## src/idat_pkg.sv

```systemverilog
// ----------------------------------------------------------------------------
// idat_pkg: shared types and constants of the ignition dwell/advance timer
// Item layouts, event and register codes, reset values and the dwell and
// advance table functions.
// ----------------------------------------------------------------------------
package idat_pkg;

    localparam int unsigned TABLE_ENTRIES_DEF = 16;

    // ADC window and table shape
    localparam logic [7:0]  ADC_LOW     = 8'd114;
    localparam logic [7:0]  ADC_HIGH    = 8'd214;
    localparam logic [15:0] DWELL_START = 16'd600;
    localparam logic [15:0] TABLE_STEP  = 16'd25;

    // floor(p / 100) == (p * SCALE_RECIP) >> SCALE_SHIFT for p up to 6300
    localparam int unsigned SCALE_RECIP = 5243;
    localparam int unsigned SCALE_SHIFT = 19;

    // Register reset values
    localparam logic [15:0] RST_SHORT_LIMIT = 16'd1209;
    localparam logic [15:0] RST_LONG_LIMIT  = 16'd62500;
    localparam logic [15:0] RST_BASE_DELAY  = 16'd400;
    localparam logic [15:0] RST_BURN_FLOOR  = 16'd100;

    localparam int unsigned CFG_IDX_W = 3;

    typedef enum logic [1:0] {
        OP_TICK    = 2'd0,
        OP_TRIGGER = 2'd1,
        OP_BATTERY = 2'd2,
        OP_VACUUM  = 2'd3
    } t_op;

    typedef enum logic [CFG_IDX_W-1:0] {
        CFG_SHORT_LIMIT = 3'd0,
        CFG_LONG_LIMIT  = 3'd1,
        CFG_BASE_DELAY  = 3'd2,
        CFG_BURN_FLOOR  = 3'd3
    } t_cfg_idx;

    typedef struct packed {
        t_op        op;
        logic [7:0] sample;
    } t_in_item;

    typedef struct packed {
        logic        coil_drive;
        logic        cycle_valid;
        logic [15:0] captured_cycle;
        logic [15:0] spark_time;
        logic [15:0] charge_time;
    } t_out_item;

    // Dwell shortens as the battery voltage rises.
    function automatic logic [15:0] dwell_entry(input logic [15:0] idx);
        return DWELL_START - 16'(TABLE_STEP * idx);
    endfunction

    // Advance grows with manifold vacuum.
    function automatic logic [15:0] advance_entry(input logic [15:0] idx);
        return 16'(TABLE_STEP * idx);
    endfunction

endpackage

```

## src/idat_scale.sv

```systemverilog
// ----------------------------------------------------------------------------
// idat_scale: ADC sample to table index
// Clamp the reading to the ADC window and scale it to 0..TABLE_ENTRIES-1.
// ----------------------------------------------------------------------------
module idat_scale #(
    parameter int unsigned TABLE_ENTRIES = idat_pkg::TABLE_ENTRIES_DEF
) (
    input  logic [7:0]                         i_sample,
    output logic [$clog2(TABLE_ENTRIES)-1:0]   o_index
);
    import idat_pkg::*;

    localparam int unsigned IDX_W     = $clog2(TABLE_ENTRIES);
    localparam int unsigned SCALE_MUL = (TABLE_ENTRIES - 1) * SCALE_RECIP;
    localparam int unsigned PROD_W    = 26;

    logic [7:0]        clamped;
    logic [6:0]        offset;
    logic [PROD_W-1:0] prod;

    always_comb begin
        if (i_sample < ADC_LOW) begin
            clamped = ADC_LOW;
        end else if (i_sample > ADC_HIGH) begin
            clamped = ADC_HIGH;
        end else begin
            clamped = i_sample;
        end
        offset  = 7'(clamped - ADC_LOW);
        // one constant multiply covers both the (N-1) scale and the /100
        prod    = PROD_W'(offset) * PROD_W'(SCALE_MUL);
        o_index = prod[SCALE_SHIFT +: IDX_W];
    end

endmodule

```

## src/ignition_dwell_advance_timer.sv

```systemverilog
// ----------------------------------------------------------------------------
// ignition_dwell_advance_timer: coil dwell and spark advance timer
// An accepted item is held in the input register, then its result is loaded into the result register.
// Throughput: one item per cycle, back to back, limited only by output stall.
// Reset (synchronous, active low): counter stopped at zero, coil off, compares
// disarmed, points and indices zero, registers at their defaults.
// Configuration writes are always ready and take effect at the next edge.
// ----------------------------------------------------------------------------
module ignition_dwell_advance_timer #(
    parameter int unsigned TABLE_ENTRIES = idat_pkg::TABLE_ENTRIES_DEF
) (
    input  logic                               i_clk,
    input  logic                               i_rst_n,
    // event items
    input  logic                               i_in_valid,
    output logic                               o_in_stall,
    input  idat_pkg::t_in_item                 i_in_data,
    // result items
    output logic                               o_out_valid,
    input  logic                               i_out_stall,
    output idat_pkg::t_out_item                o_out_data,
    // configuration writes
    input  logic                               i_cfg_valid,
    output logic                               o_cfg_ready,
    input  logic [idat_pkg::CFG_IDX_W-1:0]     i_cfg_index,
    input  logic [15:0]                        i_cfg_data
);
    import idat_pkg::*;

    localparam int unsigned IDX_W = $clog2(TABLE_ENTRIES);

    // configuration registers
    logic [15:0] r_short_limit, r_long_limit, r_base_delay, r_burn_floor;

    // input stage
    logic       r_in_valid;
    t_in_item   r_in_data;

    // timer state
    logic [15:0]      r_counter, n_counter;
    logic             r_counting, n_counting;
    logic             r_armed, n_armed;
    logic             r_coil, n_coil;
    logic [15:0]      r_spark, n_spark;
    logic [15:0]      r_charge, n_charge;
    logic [15:0]      r_capture, n_capture;
    logic [IDX_W-1:0] r_bat_idx, n_bat_idx;
    logic [IDX_W-1:0] r_vac_idx, n_vac_idx;

    // result stage
    logic       r_out_valid;
    t_out_item  r_out_data;

    logic             advance;
    logic             fire;
    logic [IDX_W-1:0] sample_idx;
    logic [15:0]      cnt_inc;
    logic             in_window;
    logic [15:0]      spark_calc;
    logic [15:0]      charge_calc;

    // ------------------------------------------------------------------
    // Handshake: the result register frees when empty or taken; the input
    // register moves into it whenever it does. Stall upstream only while
    // an item waits in the input register and cannot move on.
    // ------------------------------------------------------------------
    assign advance     = !r_out_valid || !i_out_stall;
    assign fire        = r_in_valid && advance;
    assign o_in_stall  = r_in_valid && !advance;
    assign o_out_valid = r_out_valid;
    assign o_out_data  = r_out_data;
    assign o_cfg_ready = 1'b1;

    always_ff @(posedge i_clk) begin
        if (!i_rst_n) begin
            r_in_valid <= 1'b0;
        end else if (!o_in_stall) begin
            r_in_valid <= i_in_valid;
        end
    end

    always_ff @(posedge i_clk) begin
        if (i_in_valid && !o_in_stall) begin
            r_in_data <= i_in_data;
        end
    end

    // ------------------------------------------------------------------
    // Configuration registers; unknown indices drop silently.
    // ------------------------------------------------------------------
    always_ff @(posedge i_clk) begin
        if (!i_rst_n) begin
            r_short_limit <= RST_SHORT_LIMIT;
            r_long_limit  <= RST_LONG_LIMIT;
            r_base_delay  <= RST_BASE_DELAY;
            r_burn_floor  <= RST_BURN_FLOOR;
        end else if (i_cfg_valid && o_cfg_ready) begin
            case (t_cfg_idx'(i_cfg_index))
                CFG_SHORT_LIMIT: r_short_limit <= i_cfg_data;
                CFG_LONG_LIMIT:  r_long_limit  <= i_cfg_data;
                CFG_BASE_DELAY:  r_base_delay  <= i_cfg_data;
                CFG_BURN_FLOOR:  r_burn_floor  <= i_cfg_data;
                default: ;
            endcase
        end
    end

    // Shared sample scaler: battery and vacuum use the same clamp and scale.
    idat_scale #(
        .TABLE_ENTRIES (TABLE_ENTRIES)
    ) u_scale (
        .i_sample (r_in_data.sample),
        .o_index  (sample_idx)
    );

    // ------------------------------------------------------------------
    // Trigger arithmetic: spark = cycle - base - advance,
    // charge = spark - dwell, floored at the burn time as a signed value.
    // ------------------------------------------------------------------
    always_comb begin
        in_window   = (r_counter > r_short_limit) && (r_counter < r_long_limit);
        spark_calc  = r_counter - r_base_delay - advance_entry(16'(r_vac_idx));
        charge_calc = spark_calc - dwell_entry(16'(r_bat_idx));
        if ($signed(charge_calc) < $signed({1'b0, r_burn_floor})) begin
            charge_calc = r_burn_floor;
        end
    end

    assign cnt_inc = r_counter + 16'd1;

    // ------------------------------------------------------------------
    // Event processing: next state for the item in the input register.
    // ------------------------------------------------------------------
    always_comb begin
        n_counter  = r_counter;
        n_counting = r_counting;
        n_armed    = r_armed;
        n_coil     = r_coil;
        n_spark    = r_spark;
        n_charge   = r_charge;
        n_capture  = r_capture;
        n_bat_idx  = r_bat_idx;
        n_vac_idx  = r_vac_idx;
        if (fire) begin
            case (r_in_data.op)
                OP_TICK: begin
                    if (r_counting) begin
                        if (r_counter == 16'hFFFF) begin
                            // overflow: engine stalled, stop and disarm
                            n_counting = 1'b0;
                            n_counter  = '0;
                            n_coil     = 1'b0;
                            n_armed    = 1'b0;
                        end else begin
                            n_counter = cnt_inc;
                            if (r_armed) begin
                                if (cnt_inc == r_charge) begin
                                    n_coil = 1'b1;
                                end
                                // spark wins a tie with the charge point
                                if (cnt_inc == r_spark) begin
                                    n_coil = 1'b0;
                                end
                            end
                        end
                    end
                end
                OP_TRIGGER: begin
                    n_capture  = r_counter;
                    n_counter  = '0;
                    n_counting = 1'b1;
                    n_coil     = 1'b0;
                    n_armed    = in_window;
                    if (in_window) begin
                        n_spark  = spark_calc;
                        n_charge = charge_calc;
                    end
                end
                OP_BATTERY: n_bat_idx = sample_idx;
                OP_VACUUM:  n_vac_idx = sample_idx;
                default: ;
            endcase
        end
    end

    always_ff @(posedge i_clk) begin
        if (!i_rst_n) begin
            r_counter  <= '0;
            r_counting <= 1'b0;
            r_armed    <= 1'b0;
            r_coil     <= 1'b0;
            r_spark    <= '0;
            r_charge   <= '0;
            r_capture  <= '0;
            r_bat_idx  <= '0;
            r_vac_idx  <= '0;
        end else begin
            r_counter  <= n_counter;
            r_counting <= n_counting;
            r_armed    <= n_armed;
            r_coil     <= n_coil;
            r_spark    <= n_spark;
            r_charge   <= n_charge;
            r_capture  <= n_capture;
            r_bat_idx  <= n_bat_idx;
            r_vac_idx  <= n_vac_idx;
        end
    end

    // ------------------------------------------------------------------
    // Result register: the state as it stands after the item.
    // ------------------------------------------------------------------
    always_ff @(posedge i_clk) begin
        if (!i_rst_n) begin
            r_out_valid <= 1'b0;
        end else if (advance) begin
            r_out_valid <= fire;
        end
    end

    always_ff @(posedge i_clk) begin
        if (fire) begin
            r_out_data.coil_drive     <= n_coil;
            r_out_data.cycle_valid    <= n_armed;
            r_out_data.captured_cycle <= n_capture;
            r_out_data.spark_time     <= n_spark;
            r_out_data.charge_time    <= n_charge;
        end
    end

`ifndef SYNTHESIS
    // The coil only charges from an armed compare on a running counter.
    a_coil_needs_armed: assert property (@(posedge i_clk) disable iff (!i_rst_n)
        r_coil |-> (r_armed && r_counting))
        else $error("coil on without armed compares or running counter");

    // A stopped counter always rests at zero.
    a_stopped_at_zero: assert property (@(posedge i_clk) disable iff (!i_rst_n)
        !r_counting |-> (r_counter == 16'd0))
        else $error("counter nonzero while stopped");

    // A processed item always lands in the result register.
    a_fire_to_out: assert property (@(posedge i_clk) disable iff (!i_rst_n)
        fire |=> r_out_valid)
        else $error("processed item lost before the result register");

    // A waiting item is held while the result side is blocked.
    a_in_held: assert property (@(posedge i_clk) disable iff (!i_rst_n)
        (r_in_valid && r_out_valid && i_out_stall) |=> r_in_valid)
        else $error("waiting item dropped under output stall");

    // State changes only when an item is processed.
    a_state_quiet: assert property (@(posedge i_clk) disable iff (!i_rst_n)
        (!fire && $past(i_rst_n)) |=> ($stable(r_counter) && $stable(r_coil)))
        else $error("timer state moved without an item");
`endif

endmodule
```

## config.mk

```make
export PLATFORM = sky130hd
export DESIGN_NAME = ignition_dwell_advance_timer
export DESIGN_NICKNAME = d
export VERILOG_FILES = /design/src/idat_pkg.sv /design/src/idat_scale.sv /design/src/ignition_dwell_advance_timer.sv
export SDC_FILE = /design/constraint.sdc
export NUM_CORES = 1
export LEC_CHECK = 0
export BUFFER_PORTS_ARGS = -buffer_cell sky130_fd_sc_hd__clkbuf_2
export CAP_MARGIN = 40
export CORE_ASPECT_RATIO = 0.7
export CORE_MARGIN = 3
export CORE_UTILIZATION = 55
export CTS_BUF_LIST = sky130_fd_sc_hd__clkbuf_8
export CTS_CLUSTER_DIAMETER = 30
export CTS_CLUSTER_SIZE = 8
export DETAILED_ROUTE_END_ITERATION = 16
export GPL_ROUTABILITY_DRIVEN = 0
export PLACE_DENSITY_LB_ADDON = 0.12
export SKIP_LAST_GASP = 1
export SYNTH_ARGS = -nofsm -noshare
export SYNTH_HDL_FRONTEND = slang
export SYNTH_HIERARCHICAL = 1
export SYNTH_SLANG_ARGS = --single-unit
```

## constraint.sdc

```tcl
create_clock -name i_clk -period 9.36 [get_ports i_clk]
set_clock_uncertainty 0.2 [all_clocks]
set_input_delay 2.808 -clock i_clk [delete_from_list [all_inputs] [get_ports i_clk]]
set_output_delay 2.808 -clock i_clk [all_outputs]
set_load 0.01 [all_outputs]
```

* Yosys cells after proc, flatten, opt, wreduce, memory -nomap -nowiden *
Index checks and enable logic that the tools add are counted.

cells by class
  add/sub/neg operators = 6
  $mul = 3
  magnitude comparators = 5
  eq/ne operators = 10
  mux-type cells = 28
  reductions and logical operators = 20

operators with widths
  operator                                                               number
  16-bit 2-to-1 mux                                                      11
  16-bit == test                                                         2
  16-bit case mux with 2 select lines                                    1
  16-bit subtractor                                                      2
  7-bit by 17-bit multiplier with 23-bit output (second input constant)  1
  5-bit by 4-bit multiplier with 9-bit output (first input constant)     2
  16-bit by 17-bit < comparator with 1-bit output                        1
  16-bit by 1-bit adder with 16-bit output (second input constant)       1
  16-bit == test (second input constant)                                 1
  16-bit greater-than comparator                                         1
  16-bit < comparator                                                    1
  16-bit by 9-bit subtractor with 16-bit output                          1
  7-bit 2-to-1 mux                                                       2
  2-bit AND reduction                                                    7
  1-bit 2-to-1 mux                                                       11
  10-bit by 9-bit subtractor with 11-bit output (first input constant)   1
  8-bit greater-than comparator (second input constant)                  1
  8-bit by 7-bit < comparator with 1-bit output (second input constant)  1
  7-bit subtractor (second input constant)                               1
  3-bit by 2-bit == test with 1-bit output (second input constant)       2
  1-bit case mux with 2 select lines                                     3
  2-bit == test (second input constant)                                  2
  1-bit logical AND                                                      4
  1-bit logical NOT                                                      4
  8 further kinds                                                        8

word-level totals
  register bits after elaboration = 201
  input bits = 34
  output and inout bits = 53
  logic and storage cells = 94

* Depth between registers and ports, before layout *
  depth after elaboration = 9
  gate-level depth with buffers = 31

* Modules after synthesis *
The synthesis kept the hierarchy.

by module, submodules not included
  module                        instances  cells an instance  area each (um2)
  ignition_dwell_advance_timer  1          1256               11501.0
  idat_scale                    1          176                1636.6

* Least setup slack after synthesis *
Ideal clock, no wire load.

  kind = input to register
  start = input i_out_stall
  end = register r_out_data, in the netlist o_out_data[13] (data pin)
  arrival = 7121 ps
  data required time = 8890 ps
  slack = 1769 ps
  stages on the path = 9
  path buffers = 1
  cell sequence = a21boi_1 nor2b_1 nand2_1 nor2_1 o2111ai_1 or2_2 clkbuf_1 nor4_1 nor3_1

on the way
  word-level cells in the longest chain between the ends = 4

RTL lines
  what                line                                 RTL
  start: declaration  ignition_dwell_advance_timer.sv:20   input logic i_out_stall,
  1-bit logical NOT   ignition_dwell_advance_timer.sv:67   assign advance = !r_out_valid || !i_out_stall;
  1-bit logical OR    ignition_dwell_advance_timer.sv:67
  1-bit logical AND   ignition_dwell_advance_timer.sv:68   assign fire = r_in_valid && advance;
  16-bit 2-to-1 mux   ignition_dwell_advance_timer.sv:144  if (fire) begin
  net n_charge[13]    ignition_dwell_advance_timer.sv:45   logic [15:0] r_charge, n_charge;
  end: declaration    ignition_dwell_advance_timer.sv:52   t_out_item r_out_data;

The timed path passes the listed nets, and every way through them passes these cells.
A chain may end at the register's enable or synchronous reset.

* Final worst setup path *
  start = register r_counter[1]
  end = register r_out_data, in the netlist o_out_data[4] (data pin)

on the way
  word-level cells in the longest chain between the ends = 8
  elaborated cells between the ends (all ways) = 11
  classes of those cells = 3 x add/sub; 3 x order compare; 4 x mux; 1 x reduce/logical

RTL lines
  what                                             line                                 RTL
  start: declaration                               ignition_dwell_advance_timer.sv:40   logic [15:0] r_counter, n_counter;
  start signal: assignment                         ignition_dwell_advance_timer.sv:198  r_counter <= n_counter;
  16-bit subtractor                                ignition_dwell_advance_timer.sv:122  spark_calc = r_counter - r_base_delay - advance_entry(16'(r_vac_idx));
  16-bit by 9-bit subtractor with 16-bit output    ignition_dwell_advance_timer.sv:122
  16-bit subtractor                                ignition_dwell_advance_timer.sv:123  charge_calc = spark_calc - dwell_entry(16'(r_bat_idx));
  16-bit by 17-bit < comparator with 1-bit output  ignition_dwell_advance_timer.sv:124  if ($signed(charge_calc) < $signed({1'b0, r_burn_floor})) begin
  16-bit 2-to-1 mux                                ignition_dwell_advance_timer.sv:124
  16-bit 2-to-1 mux *                              ignition_dwell_advance_timer.sv:174  if (in_window) begin
  16-bit 2-to-1 mux *                              ignition_dwell_advance_timer.sv:145  case (r_in_data.op)
  16-bit 2-to-1 mux *                              ignition_dwell_advance_timer.sv:144
  net n_charge[4]                                  ignition_dwell_advance_timer.sv:45

Mark *: on every way through the listed nets, which the timed path passes. The rest lies on a longest branch.

==> flow_metrics.tcl <==
set metrics [dict create \
    status "completed" \
    synth_cell_types 77 \
    critPathMaxFanout 12 \
    vdd_ir_drop_max_uv 101.2 \
    p_comb_frac 0.367 \
    numCtsBuffers 36 \
    yosys.area.top_type_share 0.2149 \
    p_leak_nw 6.349 \
    critPathKind "reg2reg" \
    yosys-top-cells-count "169 x ha_1, 154 x nand2_1, 152 x inv_1" \
    grt_pass1_vias 9907 \
    synth-edff-count 60 \
    ys_seq_area_frac 0.3520 \
    avgSynthCellArea_sq_um 9.174 \
    ios 87 \
    die_y_um 135.3 \
    fmax_mhz 133.5 \
    worstMarginPinSlew_ps 974.9 \
    synthArstFlopShare 0 \
    synthMuxAreaShare 0.03067 \
    min_path_type "reg2reg" \
    root_buffer "clkbuf_8" \
    placed_cells 1792 \
    port_buffers 85 \
    antenna_found_initial 2 \
    synthAdderAreaFrac 0.1999 \
    cts_hold_buffers 0 \
    p_sw_frac 0.3635 \
    synth_largest_area_cell "dfxtp_1" \
    drv_cap 0 \
    die-area_sq_um 25810 \
    dr_total_vias 10550 \
    clk_latency_ps 540 \
    synth_compound_area_frac 0.1463 \
    coreArea_sq_um 23080 \
    clkTransAtPathRegs_ps 60 \
    grt-ovfl-total 0 \
    synth-seq-cells 201 \
    pwr-share-clk 0.292 \
    synth_most_common_cell "ha_1" \
    ant_nets 0 \
    cp-start-kind "flop" \
    avgRoutedWirePerCell_um 19.09 \
    r2r_cells 30 \
    dr.pass1.iters 5 \
    synth_top_family_by_area "adder cells" \
    grt_max_degree 72 \
    min_period_ps 7491 \
    first_iter_violations 889 \
    cp.required_ps 9400 \
    synth-simple-area-share 0.1497 \
    grt_pass1_wl_um 55520 \
    power.total_mw 2.730 \
    relSlewSlack 0.3494 \
    pre_cts_ws_ps 2012 \
    fin_nets 1746 \
    grt_use_total 0.2775 \
    final.setup.worst_slack_ps 1869 \
    max_stage_delay_ps 520 \
    ys_warn_count 6 \
    h-tree-depth 2 \
    drc 0 \
    syn-num-nets 1660 \
    yosys-top-cells-area "dfxtp_1 21%, ha_1 16%, edfxtp_1 14%" \
    hold_viol 0 \
    fill_cells 1989 \
    clock_path_buffers 3 \
    slew_violations 0 \
    drive_above_1_share 0.1269 \
    crit_path_end_kind "flop" \
    power_frac_seq 0.341 \
    cts_setup_buffers 0 \
    period_share 0.8003 \
    clock_sinks 201 \
    via_per_inst 5.682 \
    synthFlopType "dfxtp_1" \
    final_cells 1857 \
    worstPathArrival_ps 7530 \
    tns_ps 0 \
    syn2layout_area_growth_pct 10.93 \
    p_switching_uw 992.2 \
    rsz0062_at_grt "false" \
    internal_power_mw 1.738 \
    report.final.setup_viol 0 \
    synth_xor_area_frac 0.06143 \
    cp_slowest_cell "a221oi_1" \
    p_per_area_nw_per_um2 187.3 \
    worstHoldPathCells 2 \
    die_w_um 190.7 \
    place_hpwl_um 27850 \
    cts_resized 0 \
    finish.utilization 0.6315 \
    start_util 0.5692 \
    synthesis.instances 1432 \
    rows 46 \
    syn_area_sq_um 13140 \
    drt_wl_total_um 35440 \
    cts_tree "yes" \
]
==> metrics by stage <==
step / area [sq um] / hold slack, ps
floorplan: 13140 / 236.3
global placement: 13830 / 243.9
detailed placement: 13870 / 247.5
CTS: 14570 / 255.0
global route: 14570 / 279.7
finish: 14570 / 252.9
==> critical path, delay by kind of cell, from the launching register on <==
family                   cells  cell delay (ps)
AO/OA/AOI/OAI               14             2870
XOR/XNOR                     2              500
adder cells (fa/ha/maj)      6             1960
buffers and inverters        2              140
flip-flops                   1              490
multiplexers                 1              300
AND/OR/NAND/NOR              5              720
==> kinds of logic (layout without fill, tap and decap cells) <==
group                      count (synthesis)  count (layout)
AOI/OAI and AO/OA                        296             296
other                                      1               2
buffers and inverters                    201             313
xor gates and xnor gates                  90              90
muxes                                     38              38
adders and majority gates                195             195
and+or+nand+nor                          410             410
DFF                                      201             201
==> metal layers <==
layer / up-vias / wire length [um] / part of all wire / track usage
met5: - / 13 / 0.00037 / 0
met4: 2 / 833 / 0.024 / 0.07780
met1: 4936 / 16910 / 0.48 / 0.4233
met3: 62 / 3860 / 0.11 / 0.07680
li1: 5122 / - / - / -
met2: 430 / 13830 / 0.39 / 0.3820
==> sequential cells by signal, summed over array words and instances (netlist names) <==
name	cells
r_counting	1
r_short_limit	16
r_in_data	10
o_out_valid	1
r_coil	1
r_vac_idx	4
r_armed	1
r_spark	16
r_bat_idx	4
r_charge	16
r_long_limit	16
r_burn_floor	16
r_capture	16
r_in_valid	1
o_out_data	50
r_counter	16
r_base_delay	16
==> final timing paths <==
kind / start / slack [ps] / to
setup / recovery: r_counter[1] / 1870 / o_out_data[4]
hold / removal: r_short_limit[1] / 250 / r_short_limit[1]
setup reg to reg: r_counter[1] / 1870 / o_out_data[4]
hold reg to reg: r_short_limit[1] / 250 / r_short_limit[1]
==> power by group through the flow <==
stage / logic [mW] / registers, mW / clock network (mW)
after floorplan: 0.729 / 0.949 / 0
after global placement: 0.945 / 0.949 / 0
after detailed placement: 0.974 / 0.949 / 0
after CTS: 0.981 / 0.931 / 0.815
after global routing: 1.12 / 0.932 / 0.851
final: 1.00 / 0.931 / 0.798
==> layout by cell type, fill, tap and decap left out, types with 20 or more instances in the layout <==
| cell | instances |
|---|---|
| clkbuf_8 | 39 |
| nand2_1 | 154 |
| o21ai_0 | 51 |
| xor2_1 | 28 |
| clkbuf_2 | 85 |
| and2_1 | 38 |
| nand3_1 | 33 |
| xnor2_1 | 61 |
| nor2_1 | 79 |
| ha_1 | 169 |
| a21o_1 | 24 |
| dfxtp_1 | 141 |
| a21oi_1 | 117 |
| edfxtp_1 | 60 |
| inv_1 | 165 |
| fa_1 | 25 |
| nor3_1 | 21 |
| mux2i_1 | 20 |
==> area by class of cell <==
cell class / instances / area [sq um] / share of cell area
Timing Repair Buffer: 96 / 531.8 / 0.03649
Inverter: 153 / 574.3 / 0.03941
Sequential cell: 201 / 4624 / 0.3173
Clock buffer: 39 / 536.8 / 0.03683
Antenna cell: 1 / 2.502 / 0.0001717
Multi-Input combinational cell: 1030 / 7752 / 0.5319
Clock inverter: 25 / 161.4 / 0.01107
Tap cell: 312 / 390.4 / 0.02679
No activity file was read; power rests on OpenSTA's default activity.
